### src/hps_pkg.sv
// Shared types, constants and helpers for the Horspool pattern search block.
// No dependencies.
package hps_pkg;

    localparam int PATTERN_MAX = 16;
    localparam int PAT_BYTES   = 16;
    localparam int PAT_CAP     = (PATTERN_MAX < PAT_BYTES) ? PATTERN_MAX : PAT_BYTES;
    localparam int LEN_W       = 5;
    localparam int CNT_W       = 32;
    localparam int WIN_IDX_W   = $clog2(PATTERN_MAX);
    localparam int CFG_IDX_W   = 2;
    localparam int CFG_DATA_W  = 64;

    typedef enum logic [CFG_IDX_W-1:0] {
        REG_PATTERN_LENGTH = 2'd0,
        REG_PATTERN_LOW    = 2'd1,
        REG_PATTERN_HIGH   = 2'd2
    } t_cfg_reg;

    typedef struct packed {
        logic [LEN_W-1:0]               len;
        logic                           reload;
        logic [PAT_BYTES-1:0][7:0]      pat;
    } t_cfg;

    typedef struct packed {
        logic             match_end;
        logic [CNT_W-1:0] compare_total;
        logic [CNT_W-1:0] match_total;
    } t_result;

    // raw length -> length in use: zero taken as one, capped at PAT_CAP
    function automatic logic [LEN_W-1:0] eff_len(input logic [LEN_W-1:0] raw);
        logic [LEN_W-1:0] n;
        n = raw;
        if (raw == '0) begin
            n = LEN_W'(1);
        end else if (int'(raw) > PAT_CAP) begin
            n = LEN_W'(PAT_CAP);
        end
        return n;
    endfunction

endpackage

### src/hps_if.sv
// Stream interfaces for text beats in and result beats out.
// Depends on hps_pkg.
interface hps_in_if
    import hps_pkg::*;
();
    logic       valid;
    logic       ready;
    logic [7:0] text_byte;
    logic       last_byte;

    modport source (output valid, output text_byte, output last_byte, input ready);
    modport sink   (input valid, input text_byte, input last_byte, output ready);
endinterface

interface hps_out_if
    import hps_pkg::*;
();
    logic             valid;
    logic             ready;
    logic             match_end;
    logic [CNT_W-1:0] compare_total;
    logic [CNT_W-1:0] match_total;
    logic             text_done;

    modport source (output valid, output match_end, output compare_total,
                    output match_total, output text_done, input ready);
    modport sink   (input valid, input match_end, input compare_total,
                    input match_total, input text_done, output ready);
endinterface

### src/hps_cfg.sv
// Configuration registers: pattern length and the sixteen pattern bytes.
// Depends on hps_pkg.
module hps_cfg
    import hps_pkg::*;
(
    input  logic                  i_clk,
    input  logic                  i_rst_n,
    input  logic                  i_cfg_we,
    input  logic [CFG_IDX_W-1:0]  i_cfg_idx,
    input  logic [CFG_DATA_W-1:0] i_cfg_data,
    output t_cfg                  o_cfg
);

    logic [LEN_W-1:0]      r_len;
    logic [CFG_DATA_W-1:0] r_low;
    logic [CFG_DATA_W-1:0] r_high;
    logic                  r_reload;

    always_ff @(posedge i_clk) begin
        if (!i_rst_n) begin
            r_len    <= LEN_W'(1);
            r_low    <= '0;
            r_high   <= '0;
            r_reload <= 1'b0;
        end else begin
            r_reload <= 1'b0;
            if (i_cfg_we) begin
                unique case (i_cfg_idx)
                    REG_PATTERN_LENGTH: begin
                        r_len    <= i_cfg_data[LEN_W-1:0];
                        r_reload <= 1'b1;
                    end
                    REG_PATTERN_LOW:  r_low  <= i_cfg_data;
                    REG_PATTERN_HIGH: r_high <= i_cfg_data;
                    default: ;
                endcase
            end
        end
    end

    assign o_cfg.len    = eff_len(r_len);
    assign o_cfg.reload = r_reload;
    assign o_cfg.pat    = {r_high, r_low};

endmodule

### src/hps_core.sv
// Search state (window, check countdown, counters) and the per-byte check logic.
// Depends on hps_pkg.
module hps_core
    import hps_pkg::*;
(
    input  logic       i_clk,
    input  logic       i_rst_n,
    input  t_cfg       i_cfg,
    input  logic       i_fire,
    input  logic [7:0] i_byte,
    input  logic       i_last,
    output t_result    o_result
);

    logic [PATTERN_MAX-1:0][7:0] r_win;
    logic [LEN_W-1:0]            r_countdown;
    logic [CNT_W-1:0]            r_cmp_cnt;
    logic [CNT_W-1:0]            r_match_cnt;

    logic [PATTERN_MAX-1:0][7:0] n_win;
    logic [LEN_W-1:0]            n_countdown;
    logic [CNT_W-1:0]            n_cmp_cnt;
    logic [CNT_W-1:0]            n_match_cnt;

    logic [LEN_W-1:0] len;
    logic             check;
    logic             mis;
    logic [LEN_W-1:0] mis_j;
    logic [LEN_W-1:0] cmps;
    logic [LEN_W-1:0] skip;
    logic [LEN_W-1:0] pos;
    logic [CNT_W:0]   cmp_sum;
    logic [CNT_W:0]   match_sum;
    logic             matched;

    assign len   = i_cfg.len;
    assign n_win = {r_win[PATTERN_MAX-2:0], i_byte};
    assign check = (r_countdown == '0);

    // right-to-left compare; the highest mismatching pattern index stops the scan
    always_comb begin
        mis   = 1'b0;
        mis_j = '0;
        pos   = '0;
        for (int j = 0; j < PAT_CAP; j++) begin
            pos = len - LEN_W'(1) - LEN_W'(j);
            if (LEN_W'(j) < len && n_win[WIN_IDX_W'(pos)] != i_cfg.pat[j]) begin
                mis   = 1'b1;
                mis_j = LEN_W'(j);
            end
        end
        cmps    = mis ? (len - mis_j) : len;
        matched = check && !mis;
    end

    // Horspool skip from the newest byte over pattern bytes 0..len-2
    always_comb begin
        skip = len;
        for (int k = 0; k < PAT_CAP - 1; k++) begin
            if (LEN_W'(k) + LEN_W'(1) < len && i_cfg.pat[k] == i_byte) begin
                skip = len - LEN_W'(1) - LEN_W'(k);
            end
        end
    end

    always_comb begin
        cmp_sum   = {1'b0, r_cmp_cnt} + (CNT_W+1)'(cmps);
        match_sum = {1'b0, r_match_cnt} + (CNT_W+1)'(1);
        n_cmp_cnt   = r_cmp_cnt;
        n_match_cnt = r_match_cnt;
        if (check) begin
            n_cmp_cnt   = cmp_sum[CNT_W] ? '1 : cmp_sum[CNT_W-1:0];
            n_countdown = skip - LEN_W'(1);
            if (matched) begin
                n_match_cnt = match_sum[CNT_W] ? '1 : match_sum[CNT_W-1:0];
            end
        end else begin
            n_countdown = r_countdown - LEN_W'(1);
        end
    end

    assign o_result.match_end     = matched;
    assign o_result.compare_total = n_cmp_cnt;
    assign o_result.match_total   = n_match_cnt;

    always_ff @(posedge i_clk) begin
        if (!i_rst_n) begin
            r_win       <= '0;
            r_countdown <= eff_len(LEN_W'(1)) - LEN_W'(1);
            r_cmp_cnt   <= '0;
            r_match_cnt <= '0;
        end else if (i_cfg.reload) begin
            r_countdown <= len - LEN_W'(1);
        end else if (i_fire) begin
            if (i_last) begin
                r_win       <= '0;
                r_countdown <= len - LEN_W'(1);
                r_cmp_cnt   <= '0;
                r_match_cnt <= '0;
            end else begin
                r_win       <= n_win;
                r_countdown <= n_countdown;
                r_cmp_cnt   <= n_cmp_cnt;
                r_match_cnt <= n_match_cnt;
            end
        end
    end

endmodule

### src/horspool_pattern_search.sv
// Streaming Horspool pattern search: one text byte in, one result beat out.
// Path from input beat to result beat: input register, then check + result register.
// Accepts one beat per cycle; stalls only when the result register is held by o_out.ready.
// Reset (synchronous, i_rst_n low): length 1, pattern zero, window and counters cleared.
// Depends on hps_pkg, hps_if, hps_cfg, hps_core.
module horspool_pattern_search
    import hps_pkg::*;
(
    input  logic                  i_clk,
    input  logic                  i_rst_n,
    hps_in_if.sink                i_in,
    hps_out_if.source             o_out,
    input  logic                  i_cfg_we,
    input  logic [CFG_IDX_W-1:0]  i_cfg_idx,
    input  logic [CFG_DATA_W-1:0] i_cfg_data
);

    t_cfg    cfg;
    t_result result;

    logic       r_in_valid;
    logic [7:0] r_in_byte;
    logic       r_in_last;

    logic       r_out_valid;
    t_result    r_out;
    logic       r_out_done;

    logic out_free;
    logic fire;
    logic in_ready;

    assign out_free = !r_out_valid || o_out.ready;
    assign fire     = r_in_valid && out_free;
    assign in_ready = !r_in_valid || fire;

    hps_cfg u_cfg (
        .i_clk      (i_clk),
        .i_rst_n    (i_rst_n),
        .i_cfg_we   (i_cfg_we),
        .i_cfg_idx  (i_cfg_idx),
        .i_cfg_data (i_cfg_data),
        .o_cfg      (cfg)
    );

    hps_core u_core (
        .i_clk    (i_clk),
        .i_rst_n  (i_rst_n),
        .i_cfg    (cfg),
        .i_fire   (fire),
        .i_byte   (r_in_byte),
        .i_last   (r_in_last),
        .o_result (result)
    );

    always_ff @(posedge i_clk) begin
        if (!i_rst_n) begin
            r_in_valid <= 1'b0;
        end else if (in_ready) begin
            r_in_valid <= i_in.valid;
        end
    end

    always_ff @(posedge i_clk) begin
        if (in_ready && i_in.valid) begin
            r_in_byte <= i_in.text_byte;
            r_in_last <= i_in.last_byte;
        end
    end

    always_ff @(posedge i_clk) begin
        if (!i_rst_n) begin
            r_out_valid <= 1'b0;
        end else if (out_free) begin
            r_out_valid <= r_in_valid;
        end
    end

    always_ff @(posedge i_clk) begin
        if (fire) begin
            r_out      <= result;
            r_out_done <= r_in_last;
        end
    end

    assign i_in.ready          = in_ready;
    assign o_out.valid         = r_out_valid;
    assign o_out.match_end     = r_out.match_end;
    assign o_out.compare_total = r_out.compare_total;
    assign o_out.match_total   = r_out.match_total;
    assign o_out.text_done     = r_out_done;

endmodule
### src/flat_wrapper.sv
// flat-port wrapper written by rule: the top's interface ports become plain ports
module horspool_pattern_search_flat import hps_pkg::*;
  (i_clk, i_rst_n, i_cfg_we, i_cfg_idx, i_cfg_data, i_in_valid, i_in_text_byte, i_in_last_byte, i_in_ready, o_out_valid, o_out_match_end, o_out_compare_total, o_out_match_total, o_out_text_done, o_out_ready);
  hps_in_if i_in_i ();
  hps_out_if o_out_i ();
  input  logic i_clk;
  input  logic i_rst_n;
  input  logic i_cfg_we;
  input  logic [CFG_IDX_W-1:0] i_cfg_idx;
  input  logic [CFG_DATA_W-1:0] i_cfg_data;
  input wire logic [$bits(i_in_i.valid)-1:0] i_in_valid;
  input wire logic [$bits(i_in_i.text_byte)-1:0] i_in_text_byte;
  input wire logic [$bits(i_in_i.last_byte)-1:0] i_in_last_byte;
  output wire logic [$bits(i_in_i.ready)-1:0] i_in_ready;
  output wire logic [$bits(o_out_i.valid)-1:0] o_out_valid;
  output wire logic [$bits(o_out_i.match_end)-1:0] o_out_match_end;
  output wire logic [$bits(o_out_i.compare_total)-1:0] o_out_compare_total;
  output wire logic [$bits(o_out_i.match_total)-1:0] o_out_match_total;
  output wire logic [$bits(o_out_i.text_done)-1:0] o_out_text_done;
  input wire logic [$bits(o_out_i.ready)-1:0] o_out_ready;
  assign i_in_i.valid = i_in_valid;
  assign i_in_i.text_byte = i_in_text_byte;
  assign i_in_i.last_byte = i_in_last_byte;
  assign i_in_ready = i_in_i.ready;
  assign o_out_valid = o_out_i.valid;
  assign o_out_match_end = o_out_i.match_end;
  assign o_out_compare_total = o_out_i.compare_total;
  assign o_out_match_total = o_out_i.match_total;
  assign o_out_text_done = o_out_i.text_done;
  assign o_out_i.ready = o_out_ready;
  horspool_pattern_search u_core (.i_clk(i_clk), .i_rst_n(i_rst_n), .i_in(i_in_i), .o_out(o_out_i), .i_cfg_we(i_cfg_we), .i_cfg_idx(i_cfg_idx), .i_cfg_data(i_cfg_data));
endmodule
### config.mk
export PLATFORM = sky130hd
export DESIGN_NAME = horspool_pattern_search_flat
export DESIGN_NICKNAME = d
export VERILOG_FILES = /design/src/hps_pkg.sv /design/src/hps_if.sv /design/src/hps_cfg.sv /design/src/hps_core.sv /design/src/horspool_pattern_search.sv /design/src/flat_wrapper.sv
export SDC_FILE = /design/constraint.sdc
export NUM_CORES = 1
export LEC_CHECK = 0
export BUFFER_PORTS_ARGS = -buffer_cell sky130_fd_sc_hd__buf_4
export CAP_MARGIN = 0
export CORE_MARGIN = 4
export CORE_UTILIZATION = 40
export DETAILED_ROUTE_END_ITERATION = 8
export GPL_TIMING_DRIVEN = 0
export PLACE_DENSITY = 0.56
export SYNTH_ARGS = -nofsm -noshare
export SYNTH_HDL_FRONTEND = slang
export SYNTH_SLANG_ARGS = --single-unit
### constraint.sdc
create_clock -name i_clk -period 13.7 [get_ports i_clk]
set_clock_uncertainty 0.2 [all_clocks]
set_input_delay 2.74 -clock i_clk [delete_from_list [all_inputs] [get_ports i_clk]]
set_output_delay 2.74 -clock i_clk [all_outputs]
set_load 0.1 [all_outputs]
Word-level counts from Yosys, hierarchy flattened
Index checks and enable logic that the tools add are counted.
{ "totals": {"word_cells": 260, "register_bits": 400, "in_bits": 80, "out_inout_bits": 68} }
{ "op_classes": {"n_bitwise": 1, "muxes": 94, "magnitude_cmp": 33, "reduce_logical": 48, "eq_ne": 33, "n_addsub": 21} }
{ "ops": {"columns": ["operator", "n"], "rows": [
  ["8-bit binary-select mux with 4-bit select", 16],
  ["32-bit 2-to-1 mux", 7],
  ["5-bit 2-to-1 mux", 36],
  ["8-bit 2-to-1 mux", 16],
  ["8-bit inequality test", 16],
  ["8-bit == test", 15],
  ["120-bit 2-to-1 mux", 1],
  ["4-bit by 5-bit < comparator with 1-bit output (second input constant)", 16],
  ["4-bit by 5-bit < comparator with 1-bit output (first input constant)", 8],
  ["5-bit by 4-bit subtractor with 5-bit output (second input constant)", 7],
  ["1-bit logical AND", 34],
  ["32-bit by 1-bit adder with 33-bit output (second input constant)", 1],
  ["32-bit by 5-bit adder with 33-bit output", 1],
  ["3-bit by 5-bit < comparator with 1-bit output (first input constant)", 4],
  ["5-bit by 1-bit subtractor with 5-bit output (second input constant)", 4],
  ["5-bit by 3-bit subtractor with 5-bit output (second input constant)", 4],
  ["1-bit 2-to-1 mux", 18],
  ["5-bit logical NOT", 2],
  ["1-bit by 5-bit < comparator with 1-bit output (first input constant)", 2],
  ["2-bit by 5-bit < comparator with 1-bit output (first input constant)", 2],
  ["2-bit AND reduction", 5],
  ["5-bit by 2-bit subtractor with 5-bit output (second input constant)", 2],
  ["5-bit greater-than comparator (second input constant)", 1],
  ["5-bit subtractor", 1],
  ["other kinds (8)", 11]
]} }

Longest topological paths before layout
{ "depth": {"ltp_word": 30, "mapped_depth": 44, "mapped_depth_nobuf": 37} }

Modules after synthesis
A second synthesis with hierarchy kept.
{ "unflattened": {"cells_unflattened": 3073, "area_unflattened_um2": 27521.4} }
{ "modules_own_cells": {"columns": ["mod", "area_each_um2", "seq_area_each_um2", "n_inst", "cells_per_inst"], "rows": [
  ["hps_core", 20012.9, 3783.6, 1, 2477],
  ["hps_cfg", 5152.4, 2682.6, 1, 512],
  ["horspool_pattern_search", 2356.0, 2292.2, 1, 84]
]} }

Least setup slack after synthesis
OpenSTA, ideal clock, no wires.
{ "synth_path": {"path_type": "reg2reg", "from": "register u_core.u_cfg.r_len[1]", "to": "register u_core.u_core.r_cmp_cnt[26]", "required_ps": 13382, "path_slack_ps": 4864, "setup_ps": 118, "path_stages_with_launch": 39, "period_less_slack_ps": 8836, "arrival_ps": 8518, "path_buffers": 7, "path_cell_list": "dfxtp_1 > buf_2 > or4_4 > nand2_2 > buf_4 > buf_2 > buf_2 > ha_1 > buf_2 > nor4bb_1 > a21oi_1 > xnor2_2 > buf_2 > mux4_2 > xor2_1 > nor4_1 > a21oi_1 > o21bai_1 > [3 not listed] > o211ai_1 > ha_1 > fa_1 > o21a_1 > fa_1 > inv_1 > a21oi_1 > o21bai_1 > a21o_1 > nand2b_1 > or2_2 > nor3b_1 > and3_1 > clkbuf_1 > nand3_1 > mux2_2 > a22oi_1 > nor2b_1"} }
{ "synth_rtl": {"columns": ["element", "line", "rtl"], "rows": [
  ["start, declared", "hps_cfg.sv:14", "logic [LEN_W-1:0] r_len;"],
  ["start signal, assigned", "hps_cfg.sv:30", "r_len <= i_cfg_data[LEN_W-1:0];"],
  ["end signal, assigned", "hps_core.sv:103", "r_cmp_cnt <= n_cmp_cnt;"],
  ["end, declared", "hps_core.sv:17", "logic [CNT_W-1:0] r_cmp_cnt;"]
]} }

==> flow_summary_export.csv <==
group,metric,value,unit
run_status,failed_checks,"capacitance limit, slew limit",
clock_network,post_cts_resized,0,
floorplanning,die_h,273.1,um
final_layout,synthToLayoutAreaGrowth,14.33,%
sta,tns,0,ns
flow_run,cap_violations,2,
synthesis,synthDistinctLibCells,102,
critical_path,reg2reg_to,"u_core.u_core.r_cmp_cnt[31]",
power,peakVddDrop,0.07578,mV
place,place_area,0.03050,mm2
final_layout,drive_above_1_share,14.21,%
sta,finalCritPeriodShare,92.87,%
power,p_per_area,101.5,mW/mm2
grt,grt_pass1_vias,25470,
synthesis,syn_avg_cell_area,9.027,um2
min_path,min_from,"u_core.u_cfg.r_high[60]",
routing,viasPerCell,6.326,
clock_network,post-cts-setup-buffers,0,
routing,wl_per_cell,30.19,um
final_layout,fill_cells,6754,
routing,first_pass_iters,8,
sta,final_max_slew_viol_count,9,
floorplanning,rows,96,
final_layout,final_area,0.03215,mm2
grt,met2_usage,52.69,%
grt,grt.busiest_layer,"met2",
synthesis,synthArstFlopShare,0,%
floorplanning,ios,148,
final_layout,multiInputGateArea,0.01817,mm2
grt,grtUsageTotal,33.46,%
final_layout,fin_nets,3419,
routing,ant_nets,0,
grt,gr-total-overflow,0,
critical_path,cp_common_cell,"clkbuf_1",
routing,first_iter_violations,3132,
place,dp.cells,4201,
sta,slew_headroom,-7.706,%
routing,num_vias,27152,
sta,hold_slack,0.2948,ns
synthesis,ys_warn_count,0,
sta,worst_pin_slew,1.603,ns
clock_network,cts.clk_slew.worst_paths,0.06,ns
final_layout,mostFrequentLayoutCells,"nand2_1, dfxtp_1, mux2i_1",
grt,gr-usage-met1,42.28,%
place,dp_hpwl,102.1,mm
place,portBuffers,147,
place,dp_slack,1.518,ns
critical_path,crit_type,"register to register",
floorplanning,start_util,40.64,%
clock_network,cts-root-buf,"clkbuf_16",
final_layout,final_common_cell,"nand2_1",
final_layout,final-seq-area,0.008758,mm2
sta,max_clock_freq,78.60,MHz
power,leakagePower,11.90,nW
clock_network,cts_max_level,2,
clock_network,cts_sinks,400,
sta,hold_viol,0,
clock_network,clkLatencyLatePin,0.60,ns
min_path,hold_path.class,"register to register",
final_layout,fin_cells,4292,
synthesis,syn_nets,3215,
routing,drc_errors,0,
clock_network,clock_path_buffers,3,
critical_path,slowest_delay,1.05,ns
sta,setup_violations,0,
min_path,min_path_cells,2,
power,total_power,3.263,mW
synthesis,seq_area_frac_synth,31.15,%
grt,grt_first_pass_wirelength,182.6,mm
clock_network,cts-buffers-inserted,47,
critical_path,ff2ff_path_depth,37,
grt,antenna_found_initial,2,
synthesis,syn_area,0.02812,mm2
critical_path,rr_startpoint,"u_core.u_cfg.r_len[4]",
critical_path,critPathRequiredTime,14.02,ns
critical_path,critPathLaunchType,"register",
sta,setup_slack,0.9769,ns
sta,rsz0062_at_grt,"no",
floorplanning,core_area,0.06919,mm2
clock_network,cts_tree,"yes",
critical_path,regToRegSetupSlack,0.98,ns
run_status,outcome,"finished, violations left",
place,gp_congestion,1.083,
floorplanning,die_w,273.1,um
critical_path,arrival,13.04,ns
synthesis,synth-main-ff-cell,"dfxtp_1",
critical_path,cp-end-kind,"register",
critical_path,slowest_stage,"xnor2_1",
routing,wl,129.6,mm
grt,grt_max_degree,47,
sta,period_needed,12.72,ns
synthesis,syn-instance-count,3115,
floorplanning,die_area,0.07461,mm2
synthesis,synth-edff-count,75,
final_layout,post-route-util,46.47,%
synthesis,synth-seq-cells,400,
min_path,hold_path_end,"u_core.u_cfg.r_high[60]",
clock_network,postCtsHoldBufs,0,
critical_path,crit_fanout,13,
grt,use_met3,6.962,%
flip-flops by register name, indices dropped and copies added (netlist names), 8 cells and up:
register,count
u_core.r_in_byte,8
u_core.u_core.r_match_cnt,32
u_core.o_out.match_total,32
u_core.u_core.r_cmp_cnt,32
u_core.u_core.n_win,120
u_core.u_cfg.r_low,64
u_core.u_cfg.r_high,64
u_core.o_out.compare_total,32
worst max-delay path by stage:
| stage | depth (start not counted) | start | slack, ns | endpoint |
|---|---|---|---|---|
| after global placement | 37 | u_core.u_cfg.r_len[4] | 1.64 | u_core.u_core.r_cmp_cnt[31] |
| final | 37 | u_core.u_cfg.r_len[4] | 0.98 | u_core.u_core.r_cmp_cnt[31] |
| after detailed placement | 37 | u_core.u_cfg.r_len[4] | 1.52 | u_core.u_core.r_cmp_cnt[31] |
| after floorplan | 38 | u_core.u_cfg.r_len[1] | 4.86 | u_core.u_core.r_cmp_cnt[26] |
| after CTS | 37 | u_core.u_cfg.r_len[4] | 1.48 | u_core.u_core.r_cmp_cnt[31] |
| after global routing | 37 | u_core.u_cfg.r_len[4] | 0.66 | u_core.u_core.r_cmp_cnt[31] |
kinds of logic after synthesis:
| logic type | share of synthesized area (%) |
|---|---|
| buffers and inverters | 4.356 |
| DFF | 31.15 |
| xor gates and xnor gates | 9.553 |
| muxes | 17.20 |
| and+or+nand+nor | 17.93 |
| adders and majority gates | 0.9433 |
| AOI/OAI and AO/OA | 18.87 |
worst max-delay path: cells and delay by family, from the launching register on:
kind                       cells  cell delay [ns]
and+or+nand+nor                9             1.78
buffers and inverters         10             4.45
DFF                            1             0.32
muxes                          1             0.46
AOI/OAI and AO/OA             11             2.50
adders and majority gates      4             1.66
xor gates and xnor gates       2             1.23
synthesized netlist by cell type (52+ instances only):
cell	instances	area share, %
nor2b_1	168	3.7
mux2i_1	203	7.2
nand3_1	59	1.1
nand2_1	385	5.1
a21oi_1	103	1.8
a21boi_0	135	3.6
and3_1	52	1.2
xor2_1	137	4.3
nor2_1	139	1.9
xnor2_1	156	4.9
o21ai_0	79	1.4
edfxtp_1	75	8.0
a22oi_1	154	4.1
mux4_2	109	8.7
dfxtp_1	325	23
clkbuf_1	176	2.3
power by group:
part           internal, mW  total [mW]  leakage, nW  switching (mW)
Sequential             1.23        1.26         3.31          0.0286
Clock                 0.797        1.32        0.811           0.525
Combinational         0.222       0.684         7.77           0.462
routing by layer:
metal	wire length [um]	vias to the layer above	part of all wire, %
li1	-	11867	-
met1	50790	13313	39
met2	57590	1566	44
met3	11530	406	8.9
met4	9659	0	7.5
met5	0	-	0
cell type report:
class / count / area share, %
Multi-Input combinational cell: 2420 / 56.52
Buffer: 250 / 3.281
Timing Repair Buffer: 155 / 3.678
Tap cell: 931 / 3.623
Clock inverter: 15 / 0.6421
Antenna cell: 5 / 0.03892
Clock buffer: 71 / 4.441
Inverter: 45 / 0.5293
Sequential cell: 400 / 27.24
(Power assumes the default switching activity.)
